## config.mk

```make
export PLATFORM = sky130hd
export DESIGN_NAME = fault_led_beeper_annunciator
export DESIGN_NICKNAME = d
export VERILOG_FILES = /design/src/rtl/core/fledb_pkg.sv /design/src/rtl/core/fledb_tick_ctr.sv /design/src/rtl/core/fledb_annunc.sv /design/src/rtl/core/fault_led_beeper_annunciator.sv
export SDC_FILE = /design/constraint.sdc
export NUM_CORES = 1
export LEC_CHECK = 0
export ABC_CLOCK_PERIOD_IN_PS = 8900
export BUFFER_PORTS_ARGS = -buffer_cell sky130_fd_sc_hd__buf_4
export CAP_MARGIN = 25
export CORE_ASPECT_RATIO = 1.2
export CORE_MARGIN = 3
export CORE_UTILIZATION = 60
export DETAILED_ROUTE_END_ITERATION = 8
export PLACE_DENSITY = 0.85
export SLEW_MARGIN = 20
export SYNTH_ARGS = -nofsm -noshare
export SYNTH_HDL_FRONTEND = slang
export SYNTH_HIERARCHICAL = 1
export SYNTH_SLANG_ARGS = --single-unit
```

## constraint.sdc

```tcl
create_clock -name aclk -period 8.9 [get_ports aclk]
set_clock_uncertainty 0.05 [all_clocks]
set_input_delay 1.335 -clock aclk [delete_from_list [all_inputs] [get_ports aclk]]
set_output_delay 1.335 -clock aclk [all_outputs]
set_load 0.01 [all_outputs]
```

## src/rtl/core/fledb_pkg.sv

```systemverilog
// Shared types and constants for the fault LED and beeper annunciator.
package fledb_pkg;

    localparam int MOTOR_COUNT = 4;
    localparam int MOTOR_BITS  = 4;

    localparam logic [MOTOR_BITS-1:0] MOTOR_MASK =
        (MOTOR_COUNT >= MOTOR_BITS) ? {MOTOR_BITS{1'b1}}
                                    : MOTOR_BITS'((1 << MOTOR_COUNT) - 1);

    localparam logic [13:0] TICK_WRAP  = 14'd10000;
    localparam logic [6:0]  PHASE_LAST = 7'd99;
    localparam logic [4:0]  M20_LAST   = 5'd19;

    localparam logic [10:0] HZ_1000 = 11'd1000;
    localparam logic [10:0] HZ_1200 = 11'd1200;
    localparam logic [10:0] HZ_1300 = 11'd1300;
    localparam logic [10:0] HZ_1500 = 11'd1500;

    localparam logic [1:0] LINK_FAIL    = 2'd1;
    localparam logic [1:0] LINK_OFFLINE = 2'd2;

    localparam logic [1:0] CODE_NONE   = 2'd0;
    localparam logic [1:0] CODE_SINGLE = 2'd1;
    localparam logic [1:0] CODE_DOUBLE = 2'd2;

    localparam int IN_BITS  = 10;
    localparam int OUT_BITS = 19;

    typedef struct packed {
        logic                  key_pressed;
        logic [MOTOR_BITS-1:0] motor_errors;
        logic                  remote_error;
        logic                  supercap_closed;
        logic                  aux_link_error;
        logic [1:0]            link_state;
    } in_item_t;

    typedef struct packed {
        logic [10:0]           beep_freq_hz;
        logic                  beep_on;
        logic                  aux_led_lit;
        logic [MOTOR_BITS-1:0] motor_leds_lit;
        logic                  red_pin_high;
        logic                  green_pin_high;
    } out_item_t;

    typedef struct packed {
        logic [13:0] count;
        logic [6:0]  phase;
        logic [4:0]  m20;
    } tick_t;

endpackage

```

## src/rtl/core/fledb_tick_ctr.sv

```systemverilog
// Tick counter with its mod-100 phase and mod-20 companion counters.
module fledb_tick_ctr (
    input  logic            aclk,
    input  logic            aresetn,
    input  logic            advance,
    output fledb_pkg::tick_t tick_next
);

    logic [13:0] count_reg;
    logic [6:0]  phase_reg;
    logic [4:0]  m20_reg;

    always_comb begin
        if (count_reg < fledb_pkg::TICK_WRAP) begin
            tick_next.count = count_reg + 14'd1;
            tick_next.phase = (phase_reg == fledb_pkg::PHASE_LAST) ? 7'd0 : phase_reg + 7'd1;
            tick_next.m20   = (m20_reg == fledb_pkg::M20_LAST) ? 5'd0 : m20_reg + 5'd1;
        end else begin
            tick_next.count = 14'd0;
            tick_next.phase = 7'd0;
            tick_next.m20   = 5'd0;
        end
    end

    always_ff @(posedge aclk) begin
        if (!aresetn) begin
            count_reg <= 14'd0;
            phase_reg <= 7'd0;
            m20_reg   <= 5'd0;
        end else if (advance) begin
            count_reg <= tick_next.count;
            phase_reg <= tick_next.phase;
            m20_reg   <= tick_next.m20;
        end
    end

endmodule

```

## src/rtl/core/fledb_annunc.sv

```systemverilog
// Annunciator state and the per-tick pin, LED and beeper decisions.
module fledb_annunc (
    input  logic                 aclk,
    input  logic                 aresetn,
    input  logic                 advance,
    input  fledb_pkg::tick_t     tick,
    input  fledb_pkg::in_item_t  item,
    output fledb_pkg::out_item_t result
);

    logic        prev_fatal_reg, mute_reg, green_reg, red_reg, aux_reg, beep_reg;
    logic [10:0] pitch_reg;

    logic        green_next, red_next, aux_next, beep_next, mute_next, fatal;
    logic [10:0] pitch_next;
    logic [1:0]  green_mode, red_mode;
    logic [6:0]  p;
    logic [fledb_pkg::MOTOR_BITS-1:0] leds;
    logic        dbl_win, dbl_gap;

    always_comb begin
        p          = tick.phase;
        green_next = green_reg;
        red_next   = red_reg;
        aux_next   = aux_reg;
        beep_next  = beep_reg;
        pitch_next = pitch_reg;
        dbl_win    = (p > 7'd50 && p < 7'd60) || (p > 7'd70 && p < 7'd80);
        dbl_gap    = (p > 7'd60 && p < 7'd70) || p > 7'd80;

        if (item.link_state == fledb_pkg::LINK_OFFLINE) begin
            green_mode = fledb_pkg::CODE_DOUBLE;
        end else if (item.link_state == fledb_pkg::LINK_FAIL) begin
            green_mode = fledb_pkg::CODE_SINGLE;
        end else begin
            green_mode = fledb_pkg::CODE_NONE;
        end
        if (item.remote_error) begin
            red_mode = fledb_pkg::CODE_SINGLE;
        end else if (item.supercap_closed) begin
            red_mode = fledb_pkg::CODE_DOUBLE;
        end else begin
            red_mode = fledb_pkg::CODE_NONE;
        end

        case (green_mode)
            fledb_pkg::CODE_NONE: begin
                green_next = 1'b0;
            end
            fledb_pkg::CODE_SINGLE: begin
                green_next = (p >= 7'd10);
            end
            default: begin
                if (p < 7'd10 || (p > 7'd20 && p < 7'd30)) begin
                    green_next = 1'b0;
                    beep_next  = 1'b1;
                    pitch_next = (p > 7'd20) ? fledb_pkg::HZ_1000 : fledb_pkg::HZ_1300;
                end else if (p < 7'd20 || p > 7'd30) begin
                    green_next = 1'b1;
                    beep_next  = 1'b0;
                end
            end
        endcase

        if (green_mode == fledb_pkg::CODE_NONE && red_mode == fledb_pkg::CODE_NONE
                && !prev_fatal_reg) begin
            beep_next = 1'b0;
        end

        case (red_mode)
            fledb_pkg::CODE_NONE: begin
                red_next = 1'b0;
            end
            fledb_pkg::CODE_SINGLE: begin
                if (p < 7'd10) begin
                    red_next   = 1'b0;
                    beep_next  = 1'b1;
                    pitch_next = fledb_pkg::HZ_1500;
                end else begin
                    red_next  = 1'b1;
                    beep_next = 1'b0;
                end
            end
            default: begin
                if (dbl_win) begin
                    red_next   = 1'b0;
                    beep_next  = 1'b1;
                    pitch_next = (p > 7'd70) ? fledb_pkg::HZ_1200 : fledb_pkg::HZ_1000;
                end else if (dbl_gap) begin
                    red_next  = 1'b1;
                    beep_next = 1'b0;
                end
            end
        endcase

        leds  = item.motor_errors & fledb_pkg::MOTOR_MASK;
        fatal = |leds;
        if (fatal) begin
            if (tick.m20 < 5'd5) begin
                red_next   = 1'b0;
                beep_next  = 1'b1;
                pitch_next = fledb_pkg::HZ_1000;
            end else begin
                red_next  = 1'b1;
                beep_next = 1'b0;
            end
        end

        if (item.aux_link_error) begin
            if (dbl_win) begin
                aux_next   = 1'b1;
                beep_next  = 1'b1;
                pitch_next = (p > 7'd70) ? fledb_pkg::HZ_1200 : fledb_pkg::HZ_1000;
            end else if (dbl_gap) begin
                aux_next  = 1'b0;
                beep_next = 1'b0;
            end
        end else begin
            aux_next = 1'b0;
        end

        mute_next = mute_reg | item.key_pressed;
        if (mute_next) begin
            beep_next = 1'b0;
        end

        result.green_pin_high = green_next;
        result.red_pin_high   = red_next;
        result.motor_leds_lit = leds;
        result.aux_led_lit    = aux_next;
        result.beep_on        = beep_next;
        result.beep_freq_hz   = pitch_next;
    end

    always_ff @(posedge aclk) begin
        if (!aresetn) begin
            prev_fatal_reg <= 1'b0;
            mute_reg       <= 1'b0;
            green_reg      <= 1'b1;
            red_reg        <= 1'b1;
            aux_reg        <= 1'b0;
            beep_reg       <= 1'b0;
            pitch_reg      <= fledb_pkg::HZ_1000;
        end else if (advance) begin
            prev_fatal_reg <= fatal;
            mute_reg       <= mute_next;
            green_reg      <= green_next;
            red_reg        <= red_next;
            aux_reg        <= aux_next;
            beep_reg       <= beep_next;
            pitch_reg      <= pitch_next;
        end
    end

endmodule

```

## src/rtl/core/fault_led_beeper_annunciator.sv

```systemverilog
// Top level: input register, tick decision logic and output register.
// A word accepted into the input register gives its result word on m_tdata through the output register.
// Throughput: one word per cycle while m_tready is high; at most two words are in flight.
// A stalled result holds the input register, and s_tready drops once both registers are full.
// Reset (aresetn low, synchronous) empties both registers, zeroes the tick counter,
// drives green and red high, clears mute, aux and beeper, and sets the pitch to 1000 Hz.
module fault_led_beeper_annunciator (
    input  logic        aclk,
    input  logic        aresetn,
    input  logic        s_tvalid,
    output logic        s_tready,
    // link_state[1:0], aux_link_error[2], supercap_closed[3], remote_error[4],
    // motor_errors[8:5], key_pressed[9], zero[15:10]
    input  logic [15:0] s_tdata,
    output logic        m_tvalid,
    input  logic        m_tready,
    // green_pin_high[0], red_pin_high[1], motor_leds_lit[5:2], aux_led_lit[6],
    // beep_on[7], beep_freq_hz[18:8], zero[23:19]
    output logic [23:0] m_tdata
);

    logic                 in_valid_reg, in_valid_next;
    fledb_pkg::in_item_t  in_item_reg;
    logic                 out_valid_reg, out_valid_next;
    fledb_pkg::out_item_t out_item_reg;
    fledb_pkg::out_item_t result;
    fledb_pkg::tick_t     tick_next;
    logic                 advance, s_take;

    assign advance  = in_valid_reg && (!out_valid_reg || m_tready);
    assign s_tready = !in_valid_reg || advance;
    assign s_take   = s_tvalid && s_tready;

    assign in_valid_next  = s_take || (in_valid_reg && !advance);
    assign out_valid_next = advance || (out_valid_reg && !m_tready);

    fledb_tick_ctr u_tick (
        .aclk      (aclk),
        .aresetn   (aresetn),
        .advance   (advance),
        .tick_next (tick_next)
    );

    fledb_annunc u_annunc (
        .aclk    (aclk),
        .aresetn (aresetn),
        .advance (advance),
        .tick    (tick_next),
        .item    (in_item_reg),
        .result  (result)
    );

    always_ff @(posedge aclk) begin
        if (!aresetn) begin
            in_valid_reg  <= 1'b0;
            out_valid_reg <= 1'b0;
        end else begin
            in_valid_reg  <= in_valid_next;
            out_valid_reg <= out_valid_next;
        end
    end

    always_ff @(posedge aclk) begin
        if (s_take) begin
            in_item_reg <= fledb_pkg::in_item_t'(s_tdata[fledb_pkg::IN_BITS-1:0]);
        end
        if (advance) begin
            out_item_reg <= result;
        end
    end

    assign m_tvalid = out_valid_reg;
    assign m_tdata  = {{(24 - fledb_pkg::OUT_BITS){1'b0}}, out_item_reg};

endmodule

```

==> results.txt, run 1 <==
Status: completed
Die area: 7990 sq um
Placed cells: 528
R2R depth: 10
Chip height: 97.3 um
Max FO, Critical Path: 19
CP delay by family, top: simple AND/OR/NAND/NOR gates
I/O pin count: 46
Core Box Area: 6570 sq um
Power, Total: 707 uW
WS Path Type: flop to flop
H-Tree Depth: 3
Hold Crit Class: flop to flop
Reg2reg end: u_annunc/pitch_reg[7]
Final hold vios: 0
CP peak stage delay: 0.73 ns
Initial antenna violation count: 0
Residual DRC: 0
Number of global-route vias before repair: 3,262
DRT Pass-1 Iters: 5
Share of post-route cells with drive strength above 1: 0.176
VDD IR max: 0.105 mV
Gpl congestion: 0.879
Switching share of total power: 0.253
Final setup violation count: 0
TNS Setup: 0 ns
Hold bufs inserted after CTS: 0
Gr usage total: 0.242
Critical path arrival: 4.14 ns
Final Cycle Share: 0.444
Largest net degree at the start of global routing: 53
Fmax: 253 MHz
CP Data Required Time: 9.09 ns
Routed Antenna Nets: 0
Max reg flops: 19
Final slew viol count: 0
TritonCTS clock tree: built
Clk pwr share: 0.386
Number of setup buffers added after CTS: 0
Combinational share of power: 0.085
Final non-filler cell total: 545
Hold Path End: u_annunc/pitch_reg[0]
P_leak: 0.00168 uW
Input/output buffers: 34
Slowest-stage cell, CP: nor2_1
Area Overhead vs Synth: 8.67%
Share of power burned in registers: 0.529
Total gr overflow: 0
Vias per cell: 6.31
# nets final: 482
Slew headroom: 0.355
CP bufs+invs: 0
HPWL Detailed: 6260 um
Clock insertion delay at the later pin of the skew report: 0.35 ns
Power density cells: 156 nW/um^2
Synth Cell Area: 4170 sq um
Startpoint types: flop
Actual slew at the worst max-slew pin: 0.961 ns
CTS Buf Count: 9
Vias: 3,438
Critical path endpoint category: flop
Row Count: 32
Worst slack at placement: 5.06 ns
Psw: 179 uW
Diode count: 0
First-pass GRT wire length: 15,200 um
Syn_area_per_cell: 9.39 sq um
Internal: 528 uW
DR iter-0 viols: 289
Clk sinks: 74
Syn. warnings: 6
Clock root buffer: clkbuf_8
Final worst slack: 4.95 ns
Synthesized instance count: 444
RSZ-0062 raised after global routing: false
Critical-path cell list: or4_4 > a21oi_4 > nand2_4 > nor2_1 > o21ai_0 > nand3_1 > and2_4 > and4_4 > o21ai_4 > a2bb2oi_2
Initial Utilization: 0.635
Clock buffer depth: 2
Clk slew on worst S/H paths: 0.08 ns
Fin crit period: 3.95 ns
Total wire length: 9180 um
Max_cap viols: 0
Worst reg2reg startpoint: u_tick/count_reg[4]
PostCTS Resize Cnt: 0
Worst hold path depth: 2
R2r setup slk: 4.95 ns
Die Wd: 82.1 um
Hold_sp: u_annunc/pitch_reg[0]
WL/cell: 16.8 um
-- cell type report --
type / instances / area (sq um)
clock buffer: 10 / 138
clock inverter: 6 / 72.6
fill: 502 / 2040
inverter: 15 / 56.3
multi-input combinational: 319 / 2120
sequential: 74 / 1770
tap: 85 / 106
timing repair buffer: 36 / 270
-- layer usage --
| metal | up-vias | GRT usage | share of wire |
|---|---|---|---|
| met1 | 1650 | 0.288 | 0.40 |
| li1 | 1659 | - | - |
| met3 | 25 | 0.0371 | 0.039 |
| met2 | 104 | 0.414 | 0.53 |
| met4 | 0 | 0.118 | 0.033 |
| met5 | - | 0 | 0 |
-- power by group through the flow --
stage / combinational (uW) / clock (uW) / sequential, uW
final: 60.4 / 273 / 374
after global routing: 66.4 / 289 / 375
after CTS: 59.5 / 275 / 374
after detailed placement: 59.4 / 0 / 381
after global placement: 56.8 / 0 / 381
after floorplan: 44.1 / 0 / 380
-- tightest hold or removal path, stage by stage, from the launching register on --
cell and delay [ns]:
dfxtp_1 0.31, inv_1 0.04, nor2_1 0.03
-- metrics by stage --
| step | util | hold WS, ns | instance area [sq um] |
|---|---|---|---|
| 6_report | 0.690 | 0.374 | 4530 |
| 5_1_grt | 0.690 | 0.411 | 4530 |
| 4_1_cts | 0.689 | 0.377 | 4520 |
| 3_5_place_dp | 0.657 | 0.366 | 4310 |
| 3_3_place_gp | 0.657 | 0.363 | 4310 |
| 2_1_floorplan | - | 0.354 | 4180 |
-- cell usage in the layout, fill, tap and decap left out, types with 3 or more instances in the layout --
master / instances
buf_4: 35
a21boi_1: 5
o21ai_1: 6
o21a_1: 6
a31oi_1: 4
nand4_1: 11
or3_1: 5
mux2i_1: 3
xor2_1: 6
clkbuf_8: 10
o311ai_0: 4
inv_1: 15
a21boi_0: 5
nor4_1: 6
a21o_1: 4
or4_1: 3
nor3_1: 4
conb_1: 5
and2_1: 5
edfxtp_1: 29
nor2b_1: 4
o211ai_1: 7
ha_1: 7
o22ai_1: 4
o21ai_0: 19
nor2_1: 37
and3_1: 6
nand3_1: 37
a211oi_1: 4
dfxtp_1: 45
a21oi_1: 21
nand2_1: 31
-- how the worst max path moves through the flow --
stage,endpoint,slack (ns),start,depth (start not counted)
CTS,m_tdata[14],5.01,u_tick/count_reg[4],10
detailed placement,m_tdata[9],5.06,u_tick/count_reg[4],9
global placement,m_tdata[14],5.11,u_tick/count_reg[4],10
finish,u_annunc/pitch_reg[7],4.95,u_tick/count_reg[4],10
global route,m_tdata[16],4.66,u_tick/count_reg[4],10
floorplan,u_tick/count_reg[8],5.24,m_tready,7
Power figures use the tool's default switching activity.
==> run 2, diff against run 1 <==
- ABC_CLOCK_PERIOD_IN_PS: 8900 -> 3600
- CORE_UTILIZATION: 60 -> 53
- PLACE_DENSITY: 0.85 -> 0.8
- clock period: 8.9 -> 3.6 ns (I/O delays scaled with it)
==> results.txt, run 2 (synthesis results as in run 1) <==
Status: completed (unchanged)
Row Count: 34 (was 32)
Combinational share of power: 0.083 (was 0.085)
Clk pwr share: 0.400 (was 0.386)
Share of post-route cells with drive strength above 1: 0.186 (was 0.176)
Commonest non-fill, non-tap cell in the layout: dfxtp_1 (unchanged)
Area Overhead vs Synth: 10.3% (was 8.67%)
Psw: 434 uW (was 179 uW)
Final Cycle Share: 0.895 (was 0.444)
CP Data Required Time: 3.72 ns (was 9.09 ns)
Hold bufs inserted after CTS: 0 (unchanged)
TNS Setup: 0 ns (unchanged)
Number of setup buffers added after CTS: 0 (unchanged)
Internal: 1350 uW (was 528 uW)
Die Wd: 87.0 um (was 82.1 um)
Total wire length: 8960 um (was 9180 um)
Vias: 3,368 (was 3,438)
Initial Utilization: 0.560 (was 0.635)
VDD IR max: 0.355 mV (was 0.105 mV)
Largest net degree at the start of global routing: 50 (was 53)
Switching share of total power: 0.243 (was 0.253)
Critical path endpoint category: flop (unchanged)
Gr usage total: 0.210 (was 0.242)
Clock root buffer: clkbuf_8 (unchanged)
Hold_sp: s_tdata[7] (was u_annunc/pitch_reg[0])
Worst reg2reg startpoint: u_tick/count_reg[4] (unchanged)
TritonCTS clock tree: built (unchanged)
Fmax: 310 MHz (was 253 MHz)
DR iter-0 viols: 174 (was 289)
Final slew viol count: 0 (unchanged)
WS Path Type: flop to flop (unchanged)
Diode count: 0 (unchanged)
Actual slew at the worst max-slew pin: 0.945 ns (was 0.961 ns)
Initial antenna violation count: 0 (unchanged)
Chip height: 103 um (was 97.3 um)
Hold Crit Class: input pin to flop (was flop to flop)
Clk sinks: 74 (unchanged)
H-Tree Depth: 3 (unchanged)
Core Box Area: 7440 sq um (was 6570 sq um)
P_leak: 0.00171 uW (was 0.00168 uW)
Max_cap viols: 0 (unchanged)
Area of the multi-input gates: 2120 sq um (unchanged)
Clk slew on worst S/H paths: 0.09 ns (was 0.08 ns)
Clock insertion delay at the later pin of the skew report: 0.35 ns (about the same)
Sequential cell area: 1770 sq um (unchanged)
HPWL Detailed: 6090 um (was 6260 um)
Input/output buffers: 34 (unchanged)
First-pass GRT wire length: 14,800 um (was 15,200 um)
Gpl congestion: 0.901 (was 0.879)
Crit path from: u_tick/count_reg[4] (unchanged)
RSZ-0062 raised after global routing: false (unchanged)
Max reg flops: 19 (unchanged)
PostCTS Resize Cnt: 0 (unchanged)
WL/cell: 16.1 um (was 16.8 um)
Max FO, Critical Path: 10 (was 19)
I/O pin count: 46 (unchanged)
Clock buffer depth: 2 (unchanged)
Total gr overflow: 0 (unchanged)
Routed Antenna Nets: 0 (unchanged)
Power density cells: 388 nW/um^2 (was 156 nW/um^2)
Fin crit period: 3.22 ns (was 3.95 ns)
Final non-filler cell total: 557 (was 545)
Most frequent cells in the layout: dfxtp_1, buf_4, nand3_1, nor2_1, nand2_1 (was dfxtp_1, nand3_1, nor2_1)
CTS Buf Count: 9 (unchanged)
Vias per cell: 6.05 (was 6.31)
Number of global-route vias before repair: 3,180 (was 3,262)
Die area: 8970 sq um (was 7990 sq um)
Slew headroom: 0.370 (was 0.355)
Startpoint types: flop (unchanged)
# nets final: 489 (was 482)
Layout fillers: 635 (was 502)
Worst Hold Slack: 0.312 ns (was 0.374 ns)
Final hold vios: 0 (unchanged)
DRT Pass-1 Iters: 5 (unchanged)
Residual DRC: 0 (unchanged)
Placed cells: 541 (was 528)
Critical path arrival: 3.34 ns (was 4.14 ns)
Final setup violation count: 0 (unchanged)
Share of power burned in registers: 0.517 (was 0.529)
## run 2: path summary, 6_finish.rpt
check	endpoint	cells after the start	slack, ns
max reg2reg	m_tdata[7]	11	0.38
min	in_item_reg[7]	1	0.31
max	m_tdata[7]	11	0.38
min reg2reg	u_annunc/pitch_reg[0]	2	0.37
## run 2: critical path, stage by stage, from the launching register on
cell       delay [ns]
dfxtp_1          0.37
or4_4            0.61
a21oi_4          0.26
nand2_4          0.13
nor2_1           0.13
buf_4            0.20
nor3b_4          0.28
o2111ai_2        0.22
o2111a_1         0.20
o211ai_1         0.26
nand2_1          0.10
a21boi_0         0.23
## run 2: final cells by class
| cell class | count | share of cell area |
|---|---|---|
| Tap cell | 90 | 0.0245 |
| Multi-Input combinational cell | 319 | 0.460 |
| Sequential cell | 74 | 0.385 |
| Clock buffer | 10 | 0.0278 |
| Inverter | 15 | 0.0122 |
| Clock inverter | 6 | 0.0199 |
| Timing Repair Buffer | 43 | 0.0702 |
## run 2: through the flow
stage	total power [uW]	util	instance area [sq um]	setup WS, ns
after floorplan	1050	-	4180	0.708
after global placement	1080	0.588	4380	0.481
after detailed placement	1090	0.588	4380	0.474
after CTS	1800	0.618	4600	0.404
after global routing	1850	0.618	4600	0.133
final	1790	0.618	4600	0.378
## run 2: routing by layer
metal / global-route usage / share of wire
met5: 0 / 0
met4: 0.0995 / 0.023
met3: 0.0288 / 0.043
met2: 0.375 / 0.52
met1: 0.246 / 0.41
## run 2: power by group through the flow
stage          Clock [uW]  Sequential, uW  Combinational, uW
3_3_place_gp            0             941                142
4_1_cts               726             923                148
5_1_grt               761             928                163
6_report              715             923                148
3_5_place_dp            0             942                147
2_1_floorplan           0             939                109
==> run 3, diff against run 2 <==
- ABC_AREA: unset -> 1
- ABC_CLOCK_PERIOD_IN_PS: 3600 -> unset
- CORE_MARGIN: 3 -> unset
==> results.txt, run 3 <==
Status: completed (unchanged)
Hold_sp: s_tdata[6] (was s_tdata[7])
VDD IR max: 0.286 mV (was 0.355 mV)
HPWL Detailed: 5400 um (was 6090 um)
Hold Crit Class: input pin to flop (unchanged)
TNS Setup: 0 ns (unchanged)
Slowest-stage cell, CP: dfxtp_1 (was or4_4)
Clock buffer depth: 2 (unchanged)
Actual slew at the worst max-slew pin: 0.760 ns (was 0.945 ns)
CP peak stage delay: 0.41 ns (was 0.61 ns)
CP delay by family, top: simple AND/OR/NAND/NOR gates (unchanged)
Final hold vios: 0 (unchanged)
R2R depth: 21 (was 11)
DRT Pass-1 Iters: 5 (unchanged)
CTS Buf Count: 9 (unchanged)
Synth Cell Area: 3950 sq um (was 4170 sq um)
Vias per cell: 5.35 (was 6.05)
Hold Path End: in_item_reg[6] (was in_item_reg[7])
Final worst slack: 0.648 ns (was 0.378 ns)
RSZ-0062 raised after global routing: false (unchanged)
Startpoint types: flop (unchanged)
Fin crit period: 2.95 ns (was 3.22 ns)
DR iter-0 viols: 156 (was 174)
Final Cycle Share: 0.820 (was 0.895)
Die Wd: 80.8 um (was 87.0 um)
WL/cell: 12.6 um (was 16.1 um)
Number of global-route vias before repair: 3,044 (was 3,180)
Clk sinks: 74 (unchanged)
Die area: 7800 sq um (was 8970 sq um)
Routed Antenna Nets: 0 (unchanged)
Gpl congestion: 0.887 (was 0.901)
Synthesized instance count: 507 (was 444)
Syn_area_per_cell: 7.79 sq um (was 9.39 sq um)
Largest net degree at the start of global routing: 56 (was 50)
Final slew viol count: 0 (unchanged)
WS Path Type: flop to flop (unchanged)
Initial antenna violation count: 0 (unchanged)
Most used cell, CP: nand2_1
Critical path endpoint category: flop (unchanged)
Number of setup buffers added after CTS: 0 (unchanged)
Total gr overflow: 0 (unchanged)
Critical-path cell list: nand2_2 > nor2_1 > nand2_1 > nand2_2 > nand2_4 > nand3_1 > inv_1 > nor2_1 > nand3_1 > nand4_1 > inv_1 > nor2_2 > inv_2 > nor2_1 > nand2_1 > nand2_1 > nand2_1 > nand2_1 > nand2_1 > nand2_1 > inv_1 (was or4_4 > a21oi_4 > nand2_4 > nor2_1 > buf_4 > nor3b_4 > o2111ai_2 > o2111a_1 > o211ai_1 > nand2_1 > a21boi_0)
Area Overhead vs Synth: 11.5% (was 10.3%)
Hold bufs inserted after CTS: 0 (unchanged)
Syn. warnings: 6 (unchanged)
Initial Utilization: 0.546 (was 0.560)
Final instance area: 4400 sq um (was 4600 sq um)
Most frequent cells in the layout: nand2_1, inv_1, nor2_1 (was dfxtp_1, buf_4, nand3_1, nor2_1, nand2_1)
Worst reg2reg startpoint: u_tick/count_reg[8] (was u_tick/count_reg[4])
Core Box Area: 7230 sq um (was 7440 sq um)
Clock insertion delay at the later pin of the skew report: 0.36 ns (was 0.35 ns)
Crit path depth: 21 (was 11)
Input/output buffers: 34 (unchanged)
CP bufs+invs: 4 (was 1)
Fmax: 339 MHz (was 310 MHz)
Share of post-route cells with drive strength above 1: 0.166 (was 0.186)
CP Data Required Time: 3.67 ns (was 3.72 ns)
Chip height: 96.6 um (was 103 um)
Reg2reg end: m_tdata[7] (unchanged)
Critical path arrival: 3.02 ns (was 3.34 ns)
R2r setup slk: 0.65 ns (was 0.38 ns)
Clk slew on worst S/H paths: 0.08 ns (was 0.09 ns)
Vias: 3,356 (was 3,368)
Clock root buffer: clkbuf_8 (unchanged)
Worst hold path depth: 1 (unchanged)
Slew headroom: 0.489 (was 0.370)
Power density cells: 444 nW/um^2 (was 388 nW/um^2)
PostCTS Resize Cnt: 0 (unchanged)
Worst slack at placement: 0.743 ns (was 0.474 ns)
Row Count: 34 (unchanged)
P_leak: 0.00198 uW (was 0.00171 uW)
First-pass GRT wire length: 13,000 um (was 14,800 um)
Max FO, Critical Path: 26 (was 10)
Diode count: 0 (unchanged)
Layout fillers: 632 (was 635)
Dpl cell area: 4200 sq um (was 4380 sq um)
Residual DRC: 0 (unchanged)
Commonest non-fill, non-tap cell in the layout: nand2_1 (was dfxtp_1)
Max reg flops: 19 (unchanged)
Total wire length: 7870 um (was 8960 um)
Max_cap viols: 0 (unchanged)
TritonCTS clock tree: built (unchanged)
Gr usage total: 0.217 (was 0.210)
Final setup violation count: 0 (unchanged)
# nets final: 559 (was 489)
H-Tree Depth: 3 (unchanged)
I/O pin count: 46 (unchanged)
-- run 3: metal layers --
layer  vias to the layer above  wire length (um)  GRT usage
met5                         -                 0          0
met4                         0               170      0.137
met3                        16               378     0.0441
met2                        82              3970      0.388
met1                      1560              3350      0.232
li1                       1698                 -          -
-- run 3: per-stage QoR --
step | instances | util | power [uW] | hold slack [ns]
floorplan | 511 | - | 1230 | 0.385
global placement | 611 | 0.580 | 1280 | 0.384
global route | 627 | 0.609 | 2050 | 0.286
finish | 627 | 0.609 | 1960 | 0.303
detailed placement | 611 | 0.580 | 1300 | 0.387
CTS | 627 | 0.609 | 1960 | 0.292
-- run 3: cell type report --
cell class,count,area (sq um),share of cell area
flip-flops and latches,74,1770,0.402
multi-input cells,339,1770,0.402
repair buffers,36,270,0.0614
inverters,72,270,0.0614
clock buffers,9,124,0.0281
well taps,90,113,0.0256
clock inverters,7,82.6,0.0188
-- run 3: power by group --
| part | switching (uW) | total [uW] | leakage [uW] | internal [uW] |
|---|---|---|---|---|
| registers | 41.2 | 971 | 0.000640 | 930 |
| clock network | 340 | 672 | 0.0000988 | 332 |
| logic | 199 | 313 | 0.00124 | 114 |
-- run 3: worst max path at each step --
stage,startpoint,end,slack [ns]
after floorplan,m_tready,u_annunc/prev_fatal_reg,0.70
after global placement,u_tick/count_reg[8],m_tdata[7],0.83
after detailed placement,u_tick/count_reg[8],m_tdata[7],0.74
after CTS,u_tick/count_reg[8],m_tdata[7],0.68
after global routing,u_tick/count_reg[8],m_tdata[7],0.33
final,u_tick/count_reg[8],m_tdata[7],0.65
